[config.mk]
export PLATFORM = sky130hd
export DESIGN_NAME = masked_byte_pattern_scanner
export DESIGN_NICKNAME = d
export VERILOG_FILES = /design/src/rtl/mbps_pkg.sv /design/src/rtl/mbps_cell.sv /design/src/rtl/masked_byte_pattern_scanner.sv
export SDC_FILE = /design/constraint.sdc
export NUM_CORES = 1
export LEC_CHECK = 0
export ABC_AREA = 1
export BUFFER_PORTS_ARGS = -buffer_cell sky130_fd_sc_hd__buf_2
export CAP_MARGIN = 20
export CELL_PAD_IN_SITES_DETAIL_PLACEMENT = 1
export CELL_PAD_IN_SITES_GLOBAL_PLACEMENT = 2
export CORE_AREA = 2 2 461 234
export CTS_BUF_LIST = sky130_fd_sc_hd__clkbuf_2 sky130_fd_sc_hd__clkbuf_4 sky130_fd_sc_hd__clkbuf_8
export CTS_CLUSTER_DIAMETER = 80
export DETAILED_ROUTE_END_ITERATION = 7
export DIE_AREA = 0 0 463 236
export GPL_TIMING_DRIVEN = 0
export PLACE_DENSITY_LB_ADDON = 0.12
export SYNTH_ARGS = -nofsm -noshare
export SYNTH_HDL_FRONTEND = slang
export SYNTH_SLANG_ARGS = --single-unit
export TNS_END_PERCENT = 5
[constraint.sdc]
create_clock -name aclk -period 6.52 [get_ports aclk]
set_input_delay 1.304 -clock aclk [delete_from_list [all_inputs] [get_ports aclk]]
set_output_delay 1.304 -clock aclk [all_outputs]
set_load 0.1 [all_outputs]
[src/rtl/mbps_pkg.sv]
// mbps_pkg: shared types, constants and helpers for the masked byte pattern scanner
// no dependencies; imported by mbps_cell, masked_byte_pattern_scanner and the bench files
package mbps_pkg;

    localparam int DEF_MAX_PATTERN_BYTES = 16;
    localparam int DEF_OFFSET_BITS       = 32;

    // configured pattern bytes and care bits; positions beyond these are wildcards
    localparam int PATTERN_SLOTS = 16;
    localparam int SLOT_W        = 4;
    localparam int CFG_DATA_W    = 64;
    localparam int CFG_INDEX_W   = 3;
    localparam int TOTAL_W       = 32;
    localparam int ADDR_W        = 64;

    localparam logic [PATTERN_SLOTS-1:0] CARE_MASK_RESET = '1;
    localparam logic [4:0]               LENGTH_RESET    = 5'd1;

    typedef enum logic [CFG_INDEX_W-1:0] {
        CFG_PATTERN_LOW  = 3'd0,
        CFG_PATTERN_HIGH = 3'd1,
        CFG_CARE_MASK    = 3'd2,
        CFG_LENGTH       = 3'd3,
        CFG_BASE_ADDR    = 3'd4,
        CFG_REPORT_ALL   = 3'd5
    } cfg_index_t;

    typedef struct packed {
        logic [PATTERN_SLOTS*8-1:0] pattern;
        logic [PATTERN_SLOTS-1:0]   care;
    } pattern_cfg_t;

    function automatic logic [7:0] pattern_byte(input logic [PATTERN_SLOTS*8-1:0] pattern,
                                                input logic [SLOT_W-1:0] idx);
        return pattern[idx*8 +: 8];
    endfunction

endpackage

[src/rtl/mbps_cell.sv]
// mbps_cell: one window position of the scanner chain, holds a byte and
// compares the byte of its age against the matching pattern byte; uses mbps_pkg
module mbps_cell #(
    parameter int AGE   = 0,
    parameter int LEN_W = 5
) (
    input  logic                  aclk,
    input  logic                  shift_en,
    input  mbps_pkg::pattern_cfg_t pat,
    input  logic [LEN_W-1:0]      len,
    input  logic [7:0]            byte_in,
    output logic [7:0]            byte_out,
    output logic                  mismatch
);
    import mbps_pkg::*;

    logic [7:0]        byte_reg;
    logic              active;
    logic              in_slots;
    logic [LEN_W-1:0]  k;
    logic [SLOT_W-1:0] idx;

    always_ff @(posedge aclk) begin
        if (shift_en) begin
            byte_reg <= byte_in;
        end
    end

    assign byte_out = byte_reg;

    // this age lines up with pattern byte len-1-age when it is inside the window
    always_comb begin
        active   = 32'(len) > 32'(AGE);
        k        = len - LEN_W'(AGE + 1);
        in_slots = 32'(k) < 32'(PATTERN_SLOTS);
        idx      = SLOT_W'(k);
        mismatch = active && in_slots && pat.care[idx]
                   && (byte_in != pattern_byte(pat.pattern, idx));
    end

endmodule

[src/rtl/masked_byte_pattern_scanner.sv]
// masked_byte_pattern_scanner: streaming masked byte signature search, top level
// depends on mbps_pkg and a chain of mbps_cell instances
//
//  channel   direction  ports                                                  handshake
//  input     in         s_data_byte, s_end_of_region                           s_valid/s_ready
//  result    out        m_match_address, m_is_match, m_matches_so_far, m_last  m_valid/m_ready
//  config    in         cfg_index, cfg_data                                    cfg_write
//
//  one byte accepted per cycle while s_ready is high; the compare over the cell
//  chain and the counter update take the accept cycle, a result register holds
//  the outcome and the output register adds the base address to the match start
//  bytes that cause no result leave nothing in the pipeline
//  s_ready drops only while both result stages are full and m_ready is low
//  aresetn clears configuration to defaults, counters and the result stages
module masked_byte_pattern_scanner #(
    parameter int MAX_PATTERN_BYTES = mbps_pkg::DEF_MAX_PATTERN_BYTES,
    parameter int OFFSET_BITS       = mbps_pkg::DEF_OFFSET_BITS
) (
    input  logic                              aclk,
    input  logic                              aresetn,
    input  logic                              s_valid,
    output logic                              s_ready,
    input  logic [7:0]                        s_data_byte,
    input  logic                              s_end_of_region,
    output logic                              m_valid,
    input  logic                              m_ready,
    output logic [mbps_pkg::ADDR_W-1:0]       m_match_address,
    output logic                              m_is_match,
    output logic [mbps_pkg::TOTAL_W-1:0]      m_matches_so_far,
    output logic                              m_last,
    input  logic                              cfg_write,
    input  logic [mbps_pkg::CFG_INDEX_W-1:0]  cfg_index,
    input  logic [mbps_pkg::CFG_DATA_W-1:0]   cfg_data
);
    import mbps_pkg::*;

    localparam int LEN_W = $clog2(MAX_PATTERN_BYTES + 1);
    localparam logic [OFFSET_BITS-1:0] SEEN_MAX  = '1;
    localparam logic [TOTAL_W-1:0]     TOTAL_MAX = '1;

    // configuration
    logic [63:0]              pattern_low_reg;
    logic [63:0]              pattern_high_reg;
    logic [PATTERN_SLOTS-1:0] care_mask_reg;
    logic [4:0]               pattern_length_reg;
    logic [ADDR_W-1:0]        base_address_reg;
    logic                     report_all_reg;

    always_ff @(posedge aclk) begin
        if (!aresetn) begin
            pattern_low_reg    <= '0;
            pattern_high_reg   <= '0;
            care_mask_reg      <= CARE_MASK_RESET;
            pattern_length_reg <= LENGTH_RESET;
            base_address_reg   <= '0;
            report_all_reg     <= 1'b0;
        end else if (cfg_write) begin
            case (cfg_index)
                CFG_PATTERN_LOW:  pattern_low_reg    <= cfg_data;
                CFG_PATTERN_HIGH: pattern_high_reg   <= cfg_data;
                CFG_CARE_MASK:    care_mask_reg      <= cfg_data[PATTERN_SLOTS-1:0];
                CFG_LENGTH:       pattern_length_reg <= cfg_data[4:0];
                CFG_BASE_ADDR:    base_address_reg   <= cfg_data;
                CFG_REPORT_ALL:   report_all_reg     <= cfg_data[0];
                default: begin
                end
            endcase
        end
    end

    // length clamped to 1..MAX_PATTERN_BYTES
    logic [LEN_W-1:0] len_eff;
    always_comb begin
        if (pattern_length_reg == 5'd0) begin
            len_eff = LEN_W'(1);
        end else if (32'(pattern_length_reg) > 32'(MAX_PATTERN_BYTES)) begin
            len_eff = LEN_W'(MAX_PATTERN_BYTES);
        end else begin
            len_eff = LEN_W'(pattern_length_reg);
        end
    end

    pattern_cfg_t pat_cfg;
    assign pat_cfg.pattern = {pattern_high_reg, pattern_low_reg};
    assign pat_cfg.care    = care_mask_reg;

    logic s_accept;
    assign s_accept = s_valid && s_ready;

    // cell chain: cell a sees the byte of age a and stores it for cell a+1
    logic [7:0]                   chain [MAX_PATTERN_BYTES];
    logic [MAX_PATTERN_BYTES-1:0] mismatch;

    assign chain[0] = s_data_byte;

    for (genvar a = 0; a < MAX_PATTERN_BYTES; a++) begin : g_cell
        if (a < MAX_PATTERN_BYTES - 1) begin : g_mid
            mbps_cell #(.AGE(a), .LEN_W(LEN_W)) u_cell (
                .aclk     (aclk),
                .shift_en (s_accept),
                .pat      (pat_cfg),
                .len      (len_eff),
                .byte_in  (chain[a]),
                .byte_out (chain[a+1]),
                .mismatch (mismatch[a])
            );
        end else begin : g_end
            mbps_cell #(.AGE(a), .LEN_W(LEN_W)) u_cell (
                .aclk     (aclk),
                .shift_en (s_accept),
                .pat      (pat_cfg),
                .len      (len_eff),
                .byte_in  (chain[a]),
                .byte_out (),
                .mismatch (mismatch[a])
            );
        end
    end

    // region state
    logic [OFFSET_BITS-1:0] seen_reg, seen_next, seen_inc;
    logic                   found_reg, found_next;
    logic [TOTAL_W-1:0]     total_reg, total_next, total_upd;
    logic                   hit, report, emit;
    logic [OFFSET_BITS-1:0] start;

    always_comb begin
        seen_inc  = (seen_reg == SEEN_MAX) ? seen_reg : seen_reg + 1'b1;
        hit       = (seen_inc >= OFFSET_BITS'(len_eff)) && !(|mismatch);
        start     = seen_inc - OFFSET_BITS'(len_eff);
        report    = hit && (report_all_reg || !found_reg);
        total_upd = (report && total_reg != TOTAL_MAX) ? total_reg + 1'b1 : total_reg;
        emit      = report || s_end_of_region;

        seen_next  = seen_reg;
        found_next = found_reg;
        total_next = total_reg;
        if (s_accept) begin
            if (s_end_of_region) begin
                seen_next  = '0;
                found_next = 1'b0;
                total_next = '0;
            end else begin
                seen_next  = seen_inc;
                found_next = found_reg || report;
                total_next = total_upd;
            end
        end
    end

    always_ff @(posedge aclk) begin
        if (!aresetn) begin
            seen_reg  <= '0;
            found_reg <= 1'b0;
            total_reg <= '0;
        end else begin
            seen_reg  <= seen_next;
            found_reg <= found_next;
            total_reg <= total_next;
        end
    end

    // result stage, then output stage with the address add
    logic                   a_valid_reg, a_valid_next;
    logic                   a_report_reg;
    logic                   a_last_reg;
    logic [OFFSET_BITS-1:0] a_start_reg;
    logic [TOTAL_W-1:0]     a_total_reg;
    logic                   m_valid_reg, m_valid_next;
    logic                   out_advance;

    assign out_advance = !m_valid_reg || m_ready;
    assign s_ready     = !a_valid_reg || out_advance;

    always_comb begin
        a_valid_next = a_valid_reg;
        if (s_accept) begin
            a_valid_next = emit;
        end else if (out_advance) begin
            a_valid_next = 1'b0;
        end
        m_valid_next = m_valid_reg;
        if (out_advance) begin
            m_valid_next = a_valid_reg;
        end
    end

    always_ff @(posedge aclk) begin
        if (!aresetn) begin
            a_valid_reg <= 1'b0;
            m_valid_reg <= 1'b0;
        end else begin
            a_valid_reg <= a_valid_next;
            m_valid_reg <= m_valid_next;
        end
    end

    always_ff @(posedge aclk) begin
        if (s_accept) begin
            a_report_reg <= report;
            a_last_reg   <= s_end_of_region;
            a_start_reg  <= start;
            a_total_reg  <= total_upd;
        end
        if (out_advance && a_valid_reg) begin
            m_match_address  <= a_report_reg ? base_address_reg + ADDR_W'(a_start_reg) : '0;
            m_is_match       <= a_report_reg;
            m_matches_so_far <= a_total_reg;
            m_last           <= a_last_reg;
        end
    end

    assign m_valid = m_valid_reg;

    // a word without last is only ever a match report
    assert property (@(posedge aclk) disable iff (!aresetn)
        m_valid && !m_last |-> m_is_match)
        else $error("non-final word without a match");

    assert property (@(posedge aclk) disable iff (!aresetn)
        m_valid && !m_is_match |-> m_match_address == '0)
        else $error("no-match word carries an address");

    assert property (@(posedge aclk) disable iff (!aresetn)
        m_valid && m_is_match |-> m_matches_so_far != '0)
        else $error("match word with zero count");

    // region state is cleared after the final byte
    assert property (@(posedge aclk) disable iff (!aresetn)
        s_accept && s_end_of_region |=> seen_reg == '0 && total_reg == '0 && !found_reg)
        else $error("region state not cleared after final byte");

endmodule

### After elaboration in Yosys (flattened, before gate mapping)

Index checks and enable logic that the tools add are counted.

| storage, ports and cells | value |
|---|---|
| register bits after elaboration | 565 |
| bits of input ports | 81 |
| output and inout bits | 100 |
| word-level logic and storage cells | 256 |

| cells by class | value |
|---|---|
| $add $sub $neg | 20 |
| magnitude comparators | 50 |
| equal/unequal tests | 23 |
| shift operators | 16 |
| multiplexer cells | 41 |
| reduce and logical (&&, ||, !) cells | 72 |

Operators by type and width:

| kind | count |
|---|---|
| 128-bit by 8-bit variable part select with 8-bit output | 16 |
| 32-bit two-way mux | 4 |
| 8-bit != test | 16 |
| 4-bit by 5-bit < comparator with 1-bit output (second input constant) | 16 |
| 5-bit < comparator (second input constant) | 16 |
| 32-bit by 1-bit adder with 32-bit output (second input constant) | 2 |
| 64-bit by 32-bit adder with 64-bit output | 1 |
| 1-bit binary-select mux with 4-bit select | 16 |
| 1-bit logical AND | 53 |
| 5-bit by 4-bit greater-than comparator with 1-bit output (second input constant) | 8 |
| 5-bit by 4-bit subtractor with 5-bit output (second input constant) | 8 |
| 32-bit == test (second input constant) | 1 |
| 32-bit by 5-bit greater-or-equal comparator with 1-bit output | 1 |
| 32-bit != test (second input constant) | 1 |
| 32-bit by 5-bit subtractor with 32-bit output | 1 |
| 5-bit by 3-bit greater-than comparator with 1-bit output (second input constant) | 4 |
| 5-bit by 3-bit subtractor with 5-bit output (second input constant) | 4 |
| 1-bit two-way mux | 19 |
| 16-bit OR reduction | 1 |
| 2-bit AND reduction | 6 |
| 5-bit by 1-bit greater-than comparator with 1-bit output (second input constant) | 2 |
| 5-bit by 2-bit greater-than comparator with 1-bit output (second input constant) | 2 |
| 5-bit two-way mux | 2 |
| 5-bit by 2-bit subtractor with 5-bit output (second input constant) | 2 |
| other kinds (11) | 20 |

### Longest topological paths before layout

Gate-level depths: netlist of run 1.

| logic depth | value |
|---|---|
| word-level depth | 15 |
| mapped depth | 34 |
| gate-level depth less buffers | 27 |

### By module

Synthesis of run 1 repeated with hierarchy kept, for this count alone.

| second synthesis, totals | value |
|---|---|
| cell total of the unflattened synthesis | 9,363 |
| area total of the unflattened synthesis | 54,379.7 µm² |

Modules (own cells, without submodules):

| module | times used | cells each | area each (µm²) | sequential area each (µm²) |
|---|---|---|---|---|
| masked_byte_pattern_scanner | 1 | 2,660 | 20,967.6 | 10,550.1 |
| mbps_cell (g_cell[12].g_mid.u_cell ...) | 2 | 364 | 1,885.6 | 240.2 |
| mbps_cell (g_cell[3].g_mid.u_cell) | 1 | 478 | 2,351.0 | 240.2 |
| mbps_cell (g_cell[11].g_mid.u_cell) | 1 | 478 | 2,347.3 | 240.2 |
| mbps_cell (g_cell[7].g_mid.u_cell) | 1 | 449 | 2,214.6 | 240.2 |
| mbps_cell (g_cell[14].g_mid.u_cell) | 1 | 448 | 2,202.1 | 240.2 |
| mbps_cell (g_cell[1].g_mid.u_cell) | 1 | 451 | 2,168.3 | 240.2 |
| mbps_cell (g_cell[13].g_mid.u_cell) | 1 | 448 | 2,167.1 | 240.2 |
| mbps_cell (g_cell[6].g_mid.u_cell) | 1 | 456 | 2,165.8 | 240.2 |
| mbps_cell (g_cell[5].g_mid.u_cell) | 1 | 448 | 2,153.3 | 240.2 |
| mbps_cell (g_cell[9].g_mid.u_cell) | 1 | 437 | 2,114.5 | 240.2 |
| mbps_cell (g_cell[15].g_end.u_cell) | 1 | 426 | 2,052.0 | 240.2 |
| mbps_cell (g_cell[10].g_mid.u_cell) | 1 | 363 | 1,964.4 | 240.2 |
| mbps_cell (g_cell[8].g_mid.u_cell) | 1 | 365 | 1,950.6 | 240.2 |
| 2 more rows | -- | -- | -- | -- |

### Least setup slack after synthesis of run 1

No wires, ideal clock.

| timing | value |
|---|---|
| path type | input -> register |
| start | input m_ready |
| end | register a_valid_reg |
| library setup time | 0.092 ns |
| data arrival time | 6.803 ns |
| setup slack | -0.375 ns |
| cell stages on the path | 7 |
| path buffers | 1 |
| path through | inv_1 > nand3_1 > nand2_1 > clkbuf_1 > inv_1 > o21ai_0 > a21oi_1 |

| between the ends | value |
|---|---|
| cells in the longest elaborated chain, start to end | 4 |

Ends and longest elaborated chain:

| element | RTL line | RTL |
|---|---|---|
| start: declaration | masked_byte_pattern_scanner.sv:26 | `input logic m_ready,` |
| 1-bit logical OR * | masked_byte_pattern_scanner.sv:172 | `assign out_advance = !m_valid_reg \|\| m_ready;` |
| 1-bit logical OR * | masked_byte_pattern_scanner.sv:173 | `assign s_ready = !a_valid_reg \|\| out_advance;` |
| via s_ready | masked_byte_pattern_scanner.sv:22 | `output logic s_ready,` |
| 1-bit logical AND * | masked_byte_pattern_scanner.sv:88 | `assign s_accept = s_valid && s_ready;` |
| via g_cell[0].g_mid.u_cell.shift_en | mbps_cell.sv:8 | `input logic shift_en,` |
| 1-bit two-way mux / 2-bit nonzero test (equally long branches) | -- |  |
| end signal: assignment | masked_byte_pattern_scanner.sv:193 | `a_valid_reg <= a_valid_next;` |
| end: declaration | masked_byte_pattern_scanner.sv:164 | `logic a_valid_reg, a_valid_next;` |

The timed path passes the listed nets; every way through them passes the cells marked *.
A chain may end at the register's enable or synchronous reset.

### Final worst setup path of run 1

| timing | value |
|---|---|
| start | register pattern_length_reg[1] |
| end | register total_reg[0] |

| between the ends | value |
|---|---|
| cells in the longest elaborated chain, start to end | 15 |

Ends and longest elaborated chain:

| element | RTL line | RTL |
|---|---|---|
| start: declaration | masked_byte_pattern_scanner.sv:45 | `logic [4:0] pattern_length_reg;` |
| start signal: assignment | masked_byte_pattern_scanner.sv:62 | `CFG_LENGTH: pattern_length_reg <= cfg_data[4:0];` |
| 5-bit greater-than comparator | masked_byte_pattern_scanner.sv:76 | `end else if (32'(pattern_length_reg) > 32'(MAX_PATTERN_BYTES)) begin` |
| 5-bit two-way mux | masked_byte_pattern_scanner.sv:76 |  |
| 5-bit two-way mux * | masked_byte_pattern_scanner.sv:74 | `if (pattern_length_reg == 5'd0) begin` |
| parallel branches: the longest is 7 deep, another holds 5-bit by 1-bit subtractor with 5-bit output | -- |  |
| 1-bit logical AND * | masked_byte_pattern_scanner.sv:129 | `hit = (seen_inc >= OFFSET_BITS'(len_eff)) && !(\|mismatch);` |
| 1-bit logical AND * | masked_byte_pattern_scanner.sv:131 | `report = hit && (report_all_reg \|\| !found_reg);` |
| 1-bit logical AND * | masked_byte_pattern_scanner.sv:132 | `total_upd = (report && total_reg != TOTAL_MAX) ? total_reg + 1'b1 : total_reg;` |
| 32-bit two-way mux * | masked_byte_pattern_scanner.sv:132 |  |
| 32-bit two-way mux * | masked_byte_pattern_scanner.sv:139 | `if (s_end_of_region) begin` |
| end signal: assignment | masked_byte_pattern_scanner.sv:159 | `total_reg <= total_next;` |
| end: declaration | masked_byte_pattern_scanner.sv:123 | `logic [TOTAL_W-1:0] total_reg, total_next, total_upd;` |

Mark *: on every way between the ends. The select of a mux whose other input is x is not followed.

==> impl_metrics.csv, run 1 <==
group,metric,value,unit
logic_synthesis,synthArstFlopShare,0,%
detailed_routing,vias,38790,
power,pwr-share-clk,35.9,%
logic_synthesis,yosysWarnings,0,
logic_synthesis,yosysTopAreaCell,"edfxtp_1",
setup_path,crit_family,"simple AND/OR/NAND/NOR gates",
global_routing,grt_pass1_wl,272.2,mm
setup_path,worst-path-max-fanout,18,
sta,rsz0062_at_grt,"no",
setup_path,critPathLaunchType,"flop",
power,switching_share,37.33,%
sta,relSlewSlack,10.22,%
detailed_routing,drt_iter0_markers,5507,
power,vdd_ir_drop_max,164.1,uV
layout,largest_reg_flops,120,
detailed_routing,wl_met2,62.55,mm
sta,finalSetupViolations,0,
clock_network,cts_tree,"done",
detailed_routing,ant_nets,0,
floorplanning,rows,85,
layout,multiInputGateArea,0.01759,sq mm
sta,finClkSkew,0.04774,ns
placement,placed_cells_incl_taps,6560,
sta,min_period,6.426,ns
setup_path,crit_arrival,7.14,ns
layout,fin_nets,5346,
logic_synthesis,syn_nets,5061,
sta,drv_slew,0,
floorplanning,die_w,463,um
run,drv_cap,0,
global_routing,grt_overflow,0,
clock_network,path_clk_slew,0.07,ns
sta,whs,0.4194,ns
detailed_routing,drt-wirelength-per-cell,29.42,um
detailed_routing,dr.max_layer_used,"met4",
status,status,"complete, no violations",
layout,regArea,0.01415,sq mm
sta,hold_viol_final,0,
detailed_routing,met1_length,100.8,mm
logic_synthesis,yosysMostFrequentCell,"nand2_1",
layout,final.fill_count,13490,
global_routing,grt_use_total,35.35,%
floorplanning,ios,181,
placement,gp_congestion,1.041,
logic_synthesis,synth-seq-cells,565,
logic_synthesis,synth-edff-count,284,
sta,fmax,0.1556,GHz
placement,dpl.hpwl,168.2,mm
clock_network,cts_buffers,91,
setup_path,path_buf_inv,8,
setup_path,path_class,"flop to flop",
global_routing,grt_pass1_vias,35570,
power,seqPwrFrac,40.2,%
detailed_routing,drc,0,
clock_network,clock-root-buffer,"clkbuf_8",
detailed_routing,routed_via_density,5.753,
detailed_routing,drt_first_pass_iters,6,
power,p_leak,17.07,nW
floorplanning,fp.dieH,236,um
global_routing,grt_start_max_net_pins,44,
logic_synthesis,synth_area_leaders,"edfxtp_1, dfxtp_1, nand2_1",
setup_path,required,7.24,ns
power,p_sw,3.746,mW
global_routing,antenna_found_initial,21,
sta,worst_slew_pin_slew,1.347,ns
layout,area_growth,14.76,%
floorplanning,design.core.area,0.1060,sq mm
layout,drive_gt1_share,9.719,%
logic_synthesis,yosysTopAreaCellShare,24.72,%
logic_synthesis,synth_area,0.03450,sq mm
clock_network,cts_buffer_depth,3,
detailed_routing,wl,198.4,mm
clock_network,htreeDepth,3,
clock_network,clk_latency,0.84,ns
min_path,min_path_type,"flop to flop",
setup_path,crit_top_cell,"nand2_1",
clock_network,hold_buffers,0,
placement,portBuffers,179,
setup_path,slowest_delay,0.58,ns
logic_synthesis,netlist_instances,4936,
sta,finalSetupTns,0,ns
sta,timing.final.crit_share,98.55,%
logic_synthesis,syn_avg_cell_area,6.990,sq um
power,p_per_area,253.5,mW/mm^2
floorplanning,start_util,32.54,%
logic_synthesis,synth_ff_type,"edfxtp_1",
power,p_int,6.290,mW
floorplanning,dieArea,0.1093,sq mm
setup_path,endpoint_kind,"flop",
clock_network,clock-sinks,565,
power,finalPower,10.04,mW
detailed_routing,routed-wl-met3,31.72,mm
layout,finalNonFillerCells,6743,
power,pwr-share-comb,23.9,%
logic_synthesis,seq_area_frac_synth,41.02,%
logic_synthesis,netlist_top_cells_count,"nand2_1, nand3_1, inv_1",
setup_path,slowest_stage,"ha_2",
logic_synthesis,yosysUniqueCellTypes,60,
==> power by group through the flow <==
stage | sequential [mW] | clock, mW | combinational, mW
2_1_floorplan | 4.28 | 0 | 1.12
3_3_place_gp | 4.12 | 0 | 2.21
3_5_place_dp | 4.11 | 0 | 2.25
4_1_cts | 4.03 | 3.65 | 2.26
5_1_grt | 4.04 | 3.79 | 2.52
6_report | 4.03 | 3.60 | 2.40
==> cell families (layout without fill, tap and decap cells) <==
kind of cell / after synthesis / count (layout) / share of synthesized area (%)
compound gates: 729 / 729 / 11.10
xor+xnor: 90 / 90 / 2.394
fa+ha+maj: 44 / 44 / 1.639
buf+inv: 701 / 1064 / 8.196
flops: 565 / 565 / 41.02
mux: 1 / 1 / 0.02901
other cells: 0 / 9 / 0
simple gates: 2806 / 2806 / 35.62
==> repair_timing <==
item	CTS	global route
gates resized for setup	16	18
pin swaps	0	2
endpoints found under the setup margin	67	70
buffers inserted	0	2
endpoints found under the hold margin	0	0
==> cell type report <==
cell class,instances,area share [%]
plain buffers,230,2.746
diodes,9,0.05688
flip-flops and latches,565,35.75
well taps,1435,4.535
repair buffers,195,2.977
multi-input cells,3670,44.41
clock buffers,121,3.874
clock inverters,50,1.195
inverters,468,4.456
==> through the flow <==
| step | setup WS, ns | cell area [sq um] | util, % |
|---|---|---|---|
| after floorplan | -0.1412 | 34500 | - |
| after global placement | -2.701 | 37200 | 35.08 |
| after detailed placement | -1.012 | 37410 | 35.28 |
| after CTS | 0.01887 | 39440 | 37.20 |
| after global routing | 0.01900 | 39570 | 37.32 |
| final | 0.09444 | 39590 | 37.34 |
==> layer usage <==
metal,GRT usage (%),vias up
met5,0,-
met4,6.249,0
met3,17.96,194
met2,38.23,2112
met1,57.66,19390
li1,-,17100
==> layout by cell type, fill, tap and decap left out, types with 10 or more instances in the layout <==
master	instances
ha_1	41
xor2_1	51
clkinv_1	16
nor2_4	10
nand3_1	792
o21ai_0	314
inv_1	443
clkbuf_1	121
o21ai_1	24
clkbuf_4	21
o211ai_1	15
buf_4	21
nor3_1	70
o21a_1	16
inv_2	22
edfxtp_1	284
nand2_1	1431
dfxtp_1	281
nand3b_1	66
a21oi_1	322
xnor2_1	36
nor2_1	304
nand4_1	68
a31oi_1	12
nor4_1	22
clkinv_2	18
buf_2	237
buf_1	18
clkbuf_8	100
==> final timing paths <==
check,start,endpoint,slack (ns),depth (start not counted)
min,a_total_reg[17]$_DFFE_PP_,m_matches_so_far[17]$_DFFE_PP_,0.42,0
max,pattern_length_reg[1]$_SDFFE_PN0P_,total_reg[0]$_SDFFE_PN0P_,0.09,28
min reg2reg,a_total_reg[17]$_DFFE_PP_,m_matches_so_far[17]$_DFFE_PP_,0.42,0
max reg2reg,pattern_length_reg[1]$_SDFFE_PN0P_,total_reg[0]$_SDFFE_PN0P_,0.09,28
(Power assumes the default switching activity.)
==> run 2: changes to the inputs <==
--- a/config.mk
+++ b/config.mk
@@ -7,12 +7,11 @@
 export LEC_CHECK = 0
 export ABC_AREA = 1
 export BUFFER_PORTS_ARGS = -buffer_cell sky130_fd_sc_hd__buf_2
-export CAP_MARGIN = 20
 export CELL_PAD_IN_SITES_DETAIL_PLACEMENT = 1
 export CELL_PAD_IN_SITES_GLOBAL_PLACEMENT = 2
 export CORE_AREA = 2 2 461 234
-export CTS_BUF_LIST = sky130_fd_sc_hd__clkbuf_2 sky130_fd_sc_hd__clkbuf_4 sky130_fd_sc_hd__clkbuf_8
-export CTS_CLUSTER_DIAMETER = 80
+export CTS_BUF_LIST = sky130_fd_sc_hd__clkbuf_2
+export CTS_CLUSTER_DIAMETER = 60
 export DETAILED_ROUTE_END_ITERATION = 7
 export DIE_AREA = 0 0 463 236
 export GPL_TIMING_DRIVEN = 0
==> impl_metrics.csv, run 2 (synthesized netlist as in run 1, its figures left out) <==
group,metric,value,unit
global_routing,grt_use_total,35.57,%
detailed_routing,drt_iter0_markers,5055,
detailed_routing,routed_via_density,5.670,
detailed_routing,vias,38810,
floorplanning,fp.dieH,236,um
floorplanning,die_w,463,um
sta,finalSetupViolations,0,
floorplanning,rows,85,
sta,drv_slew,0,
layout,final.fill_count,13670,
clock_network,clk_latency,1.53,ns
placement,dpl.hpwl,168.1,mm
layout,fin_area,0.03904,sq mm
setup_path,worstReg2RegStart,"pattern_length_reg[4]$_SDFFE_PN0P_",
setup_path,endpoint_kind,"flop",
sta,worst_slew_pin_slew,1.417,ns
setup_path,slowest_stage,"buf_2",
floorplanning,design.core.area,0.1060,sq mm
setup_path,critPathLaunchType,"flop",
layout,fin_nets,5419,
detailed_routing,ant_nets,0,
layout,final_common_cell,"nand2_1",
layout,finalNonFillerCells,6845,
detailed_routing,drt_first_pass_iters,6,
power,p_leak,17.06,nW
setup_path,slowest_delay,0.44,ns
setup_path,worst-path-max-fanout,12,
layout,layout_common_cells,"nand2_1, nand3_1, inv_1",
floorplanning,dieArea,0.1093,sq mm
placement,dp_slack,-0.9834,ns
setup_path,crit_family,"simple AND/OR/NAND/NOR gates",
setup_path,path_buf_inv,10,
layout,drive_gt1_share,10.87,%
setup_path,crit_top_cell,"nand2_1",
run,drv_cap,0,
clock_network,path_clk_slew,0.11,ns
min_path,hold_start,"cfg_data[52]",
sta,relSlewSlack,5.531,%
placement,portBuffers,179,
placement,placed_cell_area,0.03737,sq mm
detailed_routing,drc,0,
setup_path,crit_arrival,7.78,ns
clock_network,clock-root-buffer,"clkbuf_2",
placement,placed_cells_incl_taps,6558,
status,status,"complete, no violations",
global_routing,grt_overflow,0,
layout,regArea,0.01415,sq mm
min_path,whs_path_depth,3,
power,vdd_ir_drop_max,182.6,uV
sta,hold_viol_final,0,
global_routing,grt_start_max_net_pins,44,
clock_network,cts_tree,"done",
floorplanning,start_util,32.54,%
layout,multiInputGateArea,0.01758,sq mm
setup_path,r2r_cells,30,
sta,min_period,6.439,ns
placement,gp_congestion,1.041,
sta,fmax,0.1553,GHz
clock_network,htreeDepth,4,
global_routing,grt_pass1_wl,273.4,mm
detailed_routing,drt-wirelength-per-cell,29.06,um
global_routing,antenna_found_initial,16,
sta,whs,0.1486,ns
setup_path,required,7.86,ns
global_routing,grt_pass1_vias,36210,
clock_network,cts_buffer_depth,3,
power,p_per_area,234.2,mW/mm^2
sta,finClkSkew,0.1202,ns
sta,timing.final.crit_share,98.75,%
min_path,hold_path_end,"base_address_reg[52]$_SDFFE_PN0P_",
clock_network,clock-sinks,565,
setup_path,r2r_setup_slack,0.08,ns
clock_network,cts_buffers,146,
sta,setup_ws,0.08142,ns
layout,largest_reg_flops,120,
setup_path,r2r-end,"a_total_reg[1]$_DFFE_PP_",
layout,area_growth,13.15,%
min_path,min_path_type,"input pin to flop",
setup_path,path_class,"flop to flop",
floorplanning,ios,181,
detailed_routing,wl,198.9,mm
==> run 2: final cells by class <==
class	instances	area share (%)
repair buffers	213	3.385
diodes	11	0.07051
well taps	1435	4.599
clock buffers	209	2.679
plain buffers	230	2.782
clock inverters	44	0.6667
inverters	468	4.519
flip-flops and latches	565	36.26
multi-input cells	3670	45.04
==> run 2: per-layer routing <==
metal	vias up	wire [um]	track usage (%)
met1	19210	101300	57.38
met2	2072	62570	38.35
met4	8	3256	7.645
li1	17320	-	-
met3	204	31170	17.95
met5	-	594	3.680
==> run 2: worst max path at each step <==
stage | from | to | slack, ns | depth (start not counted)
2_1_floorplan | m_ready | m_is_match$_DFFE_PP_ | -0.14 | 2
3_3_place_gp | m_ready | m_match_address[62]$_SDFFCE_PN0P_ | -2.70 | 3
3_5_place_dp | pattern_length_reg[4]$_SDFFE_PN0P_ | a_total_reg[1]$_DFFE_PP_ | -0.98 | 25
4_1_cts | pattern_length_reg[4]$_SDFFE_PN0P_ | a_total_reg[1]$_DFFE_PP_ | 0.0007 | 29
5_1_grt | pattern_length_reg[4]$_SDFFE_PN0P_ | total_reg[26]$_SDFFE_PN0P_ | -0.01 | 32
6_report | pattern_length_reg[4]$_SDFFE_PN0P_ | a_total_reg[1]$_DFFE_PP_ | 0.08 | 30
==> run 2: report_power, final <==
| group | switching [mW] | internal (mW) |
|---|---|---|
| logic | 1.86 | 0.534 |
| registers | 0.115 | 3.91 |
| clock network | 1.77 | 0.952 |
| total | 3.74 | 5.40 |
==> run 2: metrics by stage <==
stage               TNS (ns)  util [%]  power [mW]
detailed placement    -55.80     35.25       6.353
global route        -0.01657     36.80       9.500
CTS                        0     36.74       9.052
floorplan             -13.84         -       5.401
finish                     0     36.82       9.142
global placement     -526.19     35.08       6.333
==> run 2: repair_timing <==
action                                 in CTS  in global routing
pin swaps                                   0                  2
endpoints found under the hold margin      29                  0
buffers inserted                            0                  1
resized for setup                          15                 18
setup endpoints to repair                  67                 67
hold buffers                               25                  0
==> run 2: worst reg2reg max path: cells and delay by family, from the launching register on <==
kind                       cells  cell delay [ns]
adders and majority gates      1             0.27
and+or+nand+nor               19             3.51
DFF                            1             0.32
buffers and inverters         10             2.22
